File: config.mk
export PLATFORM = sky130hd
export DESIGN_NAME = block_audio_decoder
export DESIGN_NICKNAME = d
export VERILOG_FILES = /design/src/hw/rtl/audec_pkg.sv /design/src/hw/rtl/audec_ram.sv /design/src/hw/rtl/block_audio_decoder.sv
export SDC_FILE = /design/constraint.sdc
export NUM_CORES = 1
export LEC_CHECK = 0
export BUFFER_PORTS_ARGS = -buffer_cell sky130_fd_sc_hd__buf_2
export CORE_MARGIN = 2
export CORE_UTILIZATION = 65
export DETAILED_ROUTE_END_ITERATION = 12
export MAX_ROUTING_LAYER = met4
export PLACE_DENSITY = 0.83
export SLEW_MARGIN = 20
export SYNTH_ARGS = -nofsm -noshare
export SYNTH_HDL_FRONTEND = slang
export SYNTH_HIERARCHICAL = 1
export SYNTH_SLANG_ARGS = --single-unit
File: constraint.sdc
create_clock -name clk -period 9.95 [get_ports clk]
set_clock_uncertainty 0.05 [all_clocks]
set_input_delay 0 -clock clk [delete_from_list [all_inputs] [get_ports clk]]
set_output_delay 0 -clock clk [all_outputs]
set_load 0.1 [all_outputs]
File: src/hw/rtl/audec_pkg.sv
// Shared constants and types for the block audio decoder.
`timescale 1ns / 1ps

package audec_pkg;

	localparam int BYTE_W    = 8;
	localparam int SAMPLE_W  = 16;
	localparam int INDEX_W   = 6;
	localparam int HDR_DEPTH = 16;
	localparam int HDR_AW    = $clog2(HDR_DEPTH);
	localparam int POS_W     = 5;
	localparam int CODE_W    = 10;

	localparam logic [HDR_AW-1:0] LOW_BASE  = 4'd6;
	localparam logic [HDR_AW-1:0] HIGH_BASE = 4'd11;

	localparam logic [CODE_W-1:0] CODE5_MASK  = 10'h01F;
	localparam logic [CODE_W-1:0] CODE10_MASK = 10'h3FF;

	localparam logic signed [28:0] HALF_FMT0 = 29'sd16;
	localparam logic signed [28:0] HALF_FMT1 = 29'sd512;

	localparam logic FMT_GROUPS_OF_8  = 1'b0;
	localparam logic FMT_GROUPS_OF_16 = 1'b1;

	typedef enum logic [2:0] {
		S_IDLE,
		S_READ,
		S_MUL_LO,
		S_MUL_HI,
		S_FIN,
		S_SPAN,
		S_OUT
	} state_t;

endpackage

File: src/hw/rtl/audec_ram.sv
// Generic single-write, single-read RAM with a registered read port.
`timescale 1ns / 1ps

module audec_ram #(
	parameter int WIDTH = 8,
	parameter int DEPTH = 16
) (
	input  logic                     clk,
	input  logic                     we,
	input  logic [$clog2(DEPTH)-1:0] waddr,
	input  logic [WIDTH-1:0]         wdata,
	input  logic [$clog2(DEPTH)-1:0] raddr,
	output logic [WIDTH-1:0]         rdata
);

	logic [WIDTH-1:0] mem_q [DEPTH];

	always_ff @(posedge clk) begin
		if (we) begin
			mem_q[waddr] <= wdata;
		end
		rdata <= mem_q[raddr];
	end

endmodule

File: src/hw/rtl/block_audio_decoder.sv
// Top level of the block audio decoder: header memory, endpoint scaling and sample output.
`timescale 1ns / 1ps

// Channel   Direction  Signals                                         Item
// code      in         code_valid, code_ready, code_byte               one block byte
// sample    out        sample_valid, sample_ready, sample,             one decoded sample
//                      sample_index, last_of_byte, block_end
// cfg       in         cfg_valid, cfg_ready, block_format              format register write
//
// A header byte (positions 0 to 15) is written to the header memory when it is accepted.
// An index byte takes four reads through the one read port of the header memory, two passes
// through the shared multiplier, and four samples, one per cycle when the output is not
// stalled, through the output register, before the next byte is accepted.
// A stalled output holds the sample sequence; the last sample may wait while a new byte enters.
// Reset clears the byte position, the format register and the output valid flag.

module block_audio_decoder (
	input  logic                                  clk,
	input  logic                                  arst_n,
	input  logic                                  code_valid,
	output logic                                  code_ready,
	input  logic [audec_pkg::BYTE_W-1:0]          code_byte,
	output logic                                  sample_valid,
	input  logic                                  sample_ready,
	output logic signed [audec_pkg::SAMPLE_W-1:0] sample,
	output logic [audec_pkg::INDEX_W-1:0]         sample_index,
	output logic                                  last_of_byte,
	output logic                                  block_end,
	input  logic                                  cfg_valid,
	output logic                                  cfg_ready,
	input  logic                                  block_format
);

	import audec_pkg::*;

	function automatic logic [CODE_W-1:0] extract_code(
		input logic [BYTE_W-1:0] lo_b,
		input logic [BYTE_W-1:0] hi_b,
		input logic [2:0]        shamt,
		input logic              fmt
	);
		logic [2*BYTE_W-1:0] word;
		word = {hi_b, lo_b} >> shamt;
		return (fmt == FMT_GROUPS_OF_16) ? (word[CODE_W-1:0] & CODE10_MASK)
			: (word[CODE_W-1:0] & CODE5_MASK);
	endfunction

	function automatic logic signed [SAMPLE_W-1:0] clamp16(
		input logic signed [29:0]         v,
		input logic signed [SAMPLE_W-1:0] lo,
		input logic signed [SAMPLE_W-1:0] hi
	);
		logic signed [SAMPLE_W-1:0] r;
		if (v < 30'(lo)) begin
			r = lo;
		end else if (v < 30'(hi)) begin
			r = v[SAMPLE_W-1:0];
		end else begin
			r = hi;
		end
		return r;
	endfunction

	function automatic logic signed [SAMPLE_W-1:0] scale_code(
		input logic signed [27:0]         prod,
		input logic                       fmt,
		input logic signed [SAMPLE_W-1:0] cm,
		input logic signed [SAMPLE_W-1:0] cn
	);
		logic signed [28:0] sum;
		logic signed [28:0] sh;
		logic signed [29:0] p;
		sum = (fmt == FMT_GROUPS_OF_16) ? (29'(prod) + HALF_FMT1) : (29'(prod) + HALF_FMT0);
		sh  = (fmt == FMT_GROUPS_OF_16) ? (sum >>> 10) : (sum >>> 5);
		p   = 30'(sh) + 30'(cm);
		return clamp16(p, cm, cn);
	endfunction

	state_t state_q, state_d;

	logic [POS_W-1:0]  pos_q;
	logic              format_q;
	logic [2:0]        cnt_q;
	logic              ram_we;
	logic [HDR_AW-1:0] ram_raddr;
	logic [BYTE_W-1:0] ram_rdata;
	logic              out_load;
	logic              accept;

	logic signed [SAMPLE_W-1:0] min_q, max_q;
	logic [BYTE_W-1:0]          byte_q;
	logic [3:0]                 bidx_q;
	logic                       fmt_q;
	logic [5:0]                 off_q;
	logic signed [SAMPLE_W:0]   span_q;
	logic [BYTE_W-1:0]          cb_q [4];
	logic signed [27:0]         prod_s1;
	logic signed [SAMPLE_W-1:0] glo_q, ghi_q;
	logic signed [SAMPLE_W:0]   sp2_q;

	logic [CODE_W-1:0]        code_sel;
	logic [1:0]               idx_sel;
	logic signed [18:0]       interp_t;
	logic signed [19:0]       interp_v;
	logic signed [SAMPLE_W-1:0] interp_s;
	logic [5:0]               off_d;
	logic [3:0]               bidx_d;
	logic [HDR_AW-1:0]        b_ext;

	logic signed [SAMPLE_W-1:0] sample_q;
	logic [INDEX_W-1:0]         sample_index_q;
	logic                       last_q, end_q, sample_valid_q;

	assign cfg_ready = 1'b1;
	assign accept    = code_valid && code_ready;

	always_comb begin
		state_d    = state_q;
		code_ready = 1'b0;
		out_load   = 1'b0;
		unique case (state_q)
			S_IDLE: begin
				code_ready = 1'b1;
				if (code_valid && pos_q[POS_W-1]) begin
					state_d = S_READ;
				end
			end
			S_READ: begin
				if (cnt_q == 3'd4) begin
					state_d = S_MUL_LO;
				end
			end
			S_MUL_LO: state_d = S_MUL_HI;
			S_MUL_HI: state_d = S_FIN;
			S_FIN:    state_d = S_SPAN;
			S_SPAN:   state_d = S_OUT;
			S_OUT: begin
				out_load = !sample_valid_q || sample_ready;
				if (out_load && cnt_q[1:0] == 2'd3) begin
					state_d = S_IDLE;
				end
			end
			default: state_d = S_IDLE;
		endcase
	end

	always_ff @(posedge clk or negedge arst_n) begin
		if (!arst_n) begin
			state_q        <= S_IDLE;
			pos_q          <= '0;
			format_q       <= FMT_GROUPS_OF_8;
			cnt_q          <= '0;
			sample_valid_q <= 1'b0;
		end else begin
			state_q <= state_d;
			if (cfg_valid && cfg_ready) begin
				format_q <= block_format;
			end
			if (accept) begin
				pos_q <= pos_q + 5'd1;
				cnt_q <= '0;
			end else if (state_q == S_READ) begin
				cnt_q <= (cnt_q == 3'd4) ? 3'd0 : cnt_q + 3'd1;
			end else if (out_load) begin
				cnt_q <= cnt_q + 3'd1;
			end
			if (out_load) begin
				sample_valid_q <= 1'b1;
			end else if (sample_ready) begin
				sample_valid_q <= 1'b0;
			end
		end
	end

	assign ram_we = accept && !pos_q[POS_W-1];

	audec_ram #(
		.WIDTH(BYTE_W),
		.DEPTH(HDR_DEPTH)
	) u_hdr_ram (
		.clk  (clk),
		.we   (ram_we),
		.waddr(pos_q[HDR_AW-1:0]),
		.wdata(code_byte),
		.raddr(ram_raddr),
		.rdata(ram_rdata)
	);

	assign bidx_d = pos_q[3:0];
	always_comb begin
		if (format_q == FMT_GROUPS_OF_16) begin
			off_d = {1'b0, bidx_d[3:2], 3'b000} + {2'b00, bidx_d[3:2], 1'b0};
		end else begin
			off_d = {1'b0, bidx_d[3:1], 2'b00} + {3'b000, bidx_d[3:1]};
		end
	end

	assign b_ext = {1'b0, off_q[5:3]};
	always_comb begin
		unique case (cnt_q[1:0])
			2'd0: ram_raddr = LOW_BASE + b_ext;
			2'd1: ram_raddr = LOW_BASE + b_ext + 4'd1;
			2'd2: ram_raddr = HIGH_BASE + b_ext;
			2'd3: ram_raddr = HIGH_BASE + b_ext + 4'd1;
			default: ram_raddr = LOW_BASE;
		endcase
	end

	assign code_sel = (state_q == S_MUL_LO) ? extract_code(cb_q[0], cb_q[1], off_q[2:0], fmt_q)
		: extract_code(cb_q[2], cb_q[3], off_q[2:0], fmt_q);

	always_comb begin
		unique case (cnt_q[1:0])
			2'd0: idx_sel = byte_q[1:0];
			2'd1: idx_sel = byte_q[3:2];
			2'd2: idx_sel = byte_q[5:4];
			2'd3: idx_sel = byte_q[7:6];
			default: idx_sel = byte_q[1:0];
		endcase
	end

	always_comb begin
		unique case (idx_sel)
			2'd0: interp_t = '0;
			2'd1: interp_t = 19'(sp2_q);
			2'd2: interp_t = 19'(sp2_q) <<< 1;
			2'd3: interp_t = 19'(sp2_q) + (19'(sp2_q) <<< 1);
			default: interp_t = '0;
		endcase
		interp_v = ((20'(interp_t) + 20'sd1) >>> 2) + 20'(glo_q);
		interp_s = clamp16(30'(interp_v), glo_q, ghi_q);
	end

	always_ff @(posedge clk) begin
		if (ram_we && pos_q[3:0] == 4'd0) begin
			min_q[7:0] <= code_byte;
		end
		if (ram_we && pos_q[3:0] == 4'd1) begin
			min_q[15:8] <= code_byte;
		end
		if (ram_we && pos_q[3:0] == 4'd2) begin
			max_q[7:0] <= code_byte;
		end
		if (ram_we && pos_q[3:0] == 4'd3) begin
			max_q[15:8] <= code_byte;
		end
		if (accept && pos_q[POS_W-1]) begin
			byte_q <= code_byte;
			bidx_q <= bidx_d;
			fmt_q  <= format_q;
			off_q  <= off_d;
			span_q <= 17'(max_q) - 17'(min_q);
		end
		if (state_q == S_READ && cnt_q != 3'd0) begin
			cb_q[2'(cnt_q - 3'd1)] <= ram_rdata;
		end
		prod_s1 <= 28'(span_q) * $signed({1'b0, code_sel});
		if (state_q == S_MUL_HI) begin
			glo_q <= scale_code(prod_s1, fmt_q, min_q, max_q);
		end
		if (state_q == S_FIN) begin
			ghi_q <= scale_code(prod_s1, fmt_q, min_q, max_q);
		end
		if (state_q == S_SPAN) begin
			sp2_q <= 17'(ghi_q) - 17'(glo_q);
		end
		if (out_load) begin
			sample_q       <= interp_s;
			sample_index_q <= {bidx_q, cnt_q[1:0]};
			last_q         <= (cnt_q[1:0] == 2'd3);
			end_q          <= (bidx_q == 4'hF) && (cnt_q[1:0] == 2'd3);
		end
	end

	assign sample_valid = sample_valid_q;
	assign sample       = sample_q;
	assign sample_index = sample_index_q;
	assign last_of_byte = last_q;
	assign block_end    = end_q;

endmodule

# After elaboration in Yosys (flattened, before gate mapping)
# Memory sizes are Yosys's and may differ from the RTL's. A register that Yosys moved wholly into a read port is not among the register bits.
# Index checks and enable logic that the tools add are counted.
# W data, S select, Z words.
# word_totals
ff_bits	182
ramBits	160
elab_cells	119
n_memories	2
# mem_list
name	words	width	read_ports	rd_clocked_by_memory_dff	write_ports	line_no	rtl
u_hdr_ram.mem_q	16	8	1	1	1	audec_ram.sv:16	logic [WIDTH-1:0] mem_q [DEPTH];
cb_q	4	8	4	0	1	block_audio_decoder.sv:96	logic [BYTE_W-1:0] cb_q [4];
# op_classes
addsub	17
multipliers	1
magnitude_cmp	4
n_eq_ne	20
n_shift	2
mux	29
n_reduce_logical	22
# ops
cell	count
$pmux W19 S4	1
$mux W16	4
$lt A25 B16 Y1	2
$lt A19 B16 Y1	2
$sub A16 B16 Y17	2
$shr A16 B3 Y10	2
$mux W10	3
$add A28 B11 Y29 const B	1
$add A28 B6 Y29 const B	1
$mux W29	1
$mul A17 B11 Y28	1
$add A24 B16 Y25	1
$mux W23	1
$mux W3	7
$pmux W3 S7	1
$add A19 B2 Y20 const B	1
$add A17 B18 Y19	1
$add A18 B16 Y19	1
$pmux W4 S4	1
$add A5 B3 Y6	2
$eq A3 B3 Y1 const B	4
$logic_and A1 B1 Y1	11
$add A4 B1 Y4 const B	2
$eq A2 B2 Y1 const B	4
23 further kinds	38

# Depth between registers and ports, before layout
# logic_depth
word_depth	9
mapped_depth	30
mapped_depth_nobuf	28

# Cells and area by module
# Netlist, hierarchy kept.
# modules_own_cells
module	n_inst	cells_each	area_per_inst_um2
block_audio_decoder	1	2259	22153.7
audec_ram	1	229	5147.4

# Least setup slack after synthesis
# No wires, ideal clock.
# synth_path
kind	register to register
startpoint	register off_q[0]
endpoint	register prod_s1[24]
setup_time_ns	0.124
arrival_ns	7.040
required_ns	9.776
slack_ns	2.737
stages_incl_launch_ff	27
period_less_slack_ns	7.213
path_cell_list	edfxtp_1 buf_2 buf_1 mux4_2 nor2_1 a21oi_1 a21oi_1 clkbuf_1 nand2b_1 fa_1 fa_1 inv_1 fa_1 inv_1 fa_1 inv_1 fa_1 ha_1 nand2_1 o21ai_0 a21o_1 a21o_1 a221o_1 a41oi_1 o31a_1 mux2i_1 nand3_1
# synth_via
elab_chain_cells	4
# synth_rtl
element	line_no	rtl
start, declared	block_audio_decoder.sv:94	logic [5:0] off_q;
start signal, assigned	block_audio_decoder.sv:251	off_q <= off_d;
$shr A16 B3 Y10	block_audio_decoder.sv:43	word = {hi_b, lo_b} >> shamt;
$mux W10	block_audio_decoder.sv:44	return (fmt == FMT_GROUPS_OF_16) ? (word[CODE_W-1:0] & CODE10_MASK)
$mux W10 *	block_audio_decoder.sv:209	assign code_sel = (state_q == S_MUL_LO) ? extract_code(cb_q[0], cb_q[1], off_q[2:0], fmt_q)
$mul A17 B11 Y28 *	block_audio_decoder.sv:257	prod_s1 <= 28'(span_q) * $signed({1'b0, code_sel});
end signal, assigned	block_audio_decoder.sv:257	
end, declared	block_audio_decoder.sv:97	logic signed [27:0] prod_s1;
# Mark *: on every way between the ends. The rest lies on a longest branch, timed or not.
# A chain may end at the register's enable or synchronous reset.

# Worst setup path after layout
# layout_path
startpoint	register cnt_q[1]
endpoint	register sample_q[0] (netlist: sample[0]) (data pin)
# layout_via
elab_chain_cells	9
# layout_rtl
element	line_no	rtl
start, declared	block_audio_decoder.sv:83	logic [2:0] cnt_q;
start signal, assigned	block_audio_decoder.sv:163	cnt_q <= (cnt_q == 3'd4) ? 3'd0 : cnt_q + 3'd1;
start signal, assigned	block_audio_decoder.sv:165	cnt_q <= cnt_q + 3'd1;
$eq A2 B2 Y1 (tied with other cells)	block_audio_decoder.sv:213	unique case (cnt_q[1:0])
$pmux W2 S4 *	block_audio_decoder.sv:213	
$eq A2 B2 Y1 (tied with other cells)	block_audio_decoder.sv:223	unique case (idx_sel)
$pmux W19 S4 *	block_audio_decoder.sv:223	
$add A19 B2 Y20 *	block_audio_decoder.sv:230	interp_v = ((20'(interp_t) + 20'sd1) >>> 2) + 20'(glo_q);
$add A18 B16 Y19 *	block_audio_decoder.sv:230	
$lt A19 B16 Y1	block_audio_decoder.sv:56	end else if (v < 30'(hi)) begin
$mux W16	block_audio_decoder.sv:56	
$mux W16 *	block_audio_decoder.sv:54	if (v < 30'(lo)) begin
via interp_s[0]	block_audio_decoder.sv:105	logic signed [SAMPLE_W-1:0] interp_s;
end signal, assigned	block_audio_decoder.sv:268	sample_q <= interp_s;
end, declared	block_audio_decoder.sv:110	logic signed [SAMPLE_W-1:0] sample_q;
# The timed path passes the listed nets; every way through them passes the cells marked *.

==> flow_summary.ini <==
[worst_setup_path]
cp.required_ns = 10.22
path_cells = ha_1 -> a222oi_1 -> mux2_2 -> nor2_1 -> a221oi_1 -> or4b_4 -> nor3_1 -> nor2_1 -> ha_1 -> or3_1 -> o21ai_0 -> a31oi_1 -> a41o_1 -> o41ai_1 -> xnor2_1 -> ha_1 -> nand4_1 -> o31ai_1 -> a221o_1 -> mux2_2 -> mux2_2
crit_family = compound AO/OA/AOI/OAI gates
slowest_delay_ns = 0.88
worstPathArrival_ns = 8.49
endpoint_kind = register
worstSetupPathType = register to register
crit_fanout = 18
cpMaxStageDelayCell = a221o_1
crit_buf_inv = 0
worstSetupStartpointType = register

[synth]
ys.flop_type = edfxtp_1
mappedNetlistNets = 2914
synthDominantCellAreaShare = 0.330
synth_edf_count = 300
synthesis.area_mm2 = 0.0273
yosysSeqAreaShare = 0.365
ys_top_cells_by_area = edfxtp_1 33%, ha_1 12%, fa_1 12%, inv_1 3.9%, xnor2_1 3.4%
synthArstFlopShare = 0.0377
ys_types = 86
syn_inst = 2488
ys.warnings.count = 6
syn-mean-instance-area_um2 = 11.0
ys_ff_latch = 345
synth_area_leader_cell = edfxtp_1

[clocking]
htreeDepth = 2
cts_tree = yes
clk_path_buf_depth = 3
postCtsHoldBufs = 14
postCtsSetupBuffers = 0
numCtsBuffers = 38
worstSkewPairLatency_ns = 0.59
cts.sinks = 345
clkTransAtPathRegs_ns = 0.06
root_buffer = clkbuf_16
postCtsResizedCells = 0

[routing]
first_iter_violations = 1662
vias_per_cell = 6.26
vias = 19400
wire_per_inst_um = 21.8
ant_nets = 0
drt-total-wl_um = 67400
drcViolationCount = 0
dr.pass1.iters = 6

[cells_and_area]
antenna_cells = 0
layout_commonest_cell = edfxtp_1
syn_to_final_growth_pct = 8.19
layout_common_cells = 300 x edfxtp_1, 284 x inv_1, 254 x ha_1
drive_above_1_share = 0.0762
fin_nets = 2955

[job]
maxCapViolations = 0

[grt]
gr-total-overflow = 0
grt_pass1_wl_um = 108000
grt_max_degree = 43
grt_pass1_vias = 20100
track_usage = 0.327
antenna_found_initial = 0

[floorplan]
fp.coreArea_mm2 = 0.0417
die_w_um = 209
rows = 75
die_h_um = 209
start_util = 0.655
dieArea_mm2 = 0.0437
io_pins = 41

[timing]
post-route-min-period_ns = 8.22
finalHoldViolCount = 0
tns_ns = 0
drv_slew = 0
final-setup-viol-count = 0
tightest_slew_ns = 1.13
rsz0062_at_grt = no
max_slew_margin = 0.248
fin_crit_sh = 0.826
clock.fmax_mhz = 122

[placed_design]
io_buffers = 39
hpwlAfterDp_um = 51000
gp_congestion = 0.964

[status]
status = completed

[hold_path]
min-delay-path-class = input port to register
-- sequential cells by signal, indices dropped and copies added (netlist names), 3 cells and up --
signal,cells
cnt_q,3
off_q,5
pos_q,5
min_q,16
prod_s1,24
sample_index,6
u_hdr_ram/mem_q,128
u_hdr_ram/rdata,8
byte_q,8
state_q,3
bidx_q,4
cb_q,32
span_q,17
sample,16
glo_q,16
max_q,16
ghi_q,16
sp2_q,17
-- final cells by class --
cell class	count	area, µm²
Tap cell	539	674
Inverter	285	1070
Clock inverter	21	385
Timing Repair Buffer	74	493
Clock buffer	48	988
Fill cell	2876	12100
Sequential cell	345	9970
Multi-Input combinational cell	1785	16000
-- worst paths after layout --
kind | from | to | slack, ns | depth (start not counted)
max | cnt_q[1] | sample[0] | 1.73 | 21
min | cfg_valid | format_q | 0.16 | 3
max reg2reg | cnt_q[1] | sample[0] | 1.73 | 21
min reg2reg | u_hdr_ram/rdata[3] | cb_q[0][3] | 0.47 | 0
max in group asynchronous | arst_n | sample_valid | 8.86 | 3
min in group asynchronous | arst_n | state_q[0] | 0.53 | 3
-- through the flow --
stage	instance area [µm²]	setup WS, ns	util	hold slack, ns	instances
global route	29500	1.38	0.709	0.161	3097
global placement	28000	1.88	0.672	-0.127	3014
detailed placement	28000	2.00	0.672	-0.123	3014
finish	29500	1.73	0.709	0.161	3097
CTS	29500	1.89	0.709	0.136	3097
floorplan	27300	2.74	-	-0.346	2488
-- synthesized netlist by cell type (43+ instances only) --
library cell  number
a21o_1            43
xor2_1            46
edfxtp_1         300
fa_1             158
o21ai_0           78
and2_1            79
nand2_1          167
nor3_1            45
nor2_1           150
xnor2_1          106
mux2i_1           84
ha_1             254
inv_1            284
a21oi_1          108
and3_1            50
-- metal layers --
layer / vias up / global-route usage / wire, µm
met5: - / - / 0
met4: 0 / 0.148 / 3290
met3: 167 / 0.0421 / 3720
met2: 671 / 0.563 / 34400
met1: 9655 / 0.387 / 26000
li1: 8907 / - / -
-- worst min-delay path: cells and delay by family --
family,cells,cell delay (ns)
muxes,1,0.14
buffers and inverters,2,0.62
-- cells by family (layout without fill, tap and decap cells) --
logic type	after synthesis	in the layout	synth area share
other cells	1	1	0.000137
buf+inv	358	428	0.0520
flops	345	345	0.365
fa+ha+maj	412	412	0.232
compound gates	410	410	0.0984
mux	150	150	0.0802
xor+xnor	152	152	0.0488
simple gates	660	660	0.123
Power is left out: the tool's default activity adds up to more than one toggle a clock period on the data nets, which glitch-free logic cannot reach.
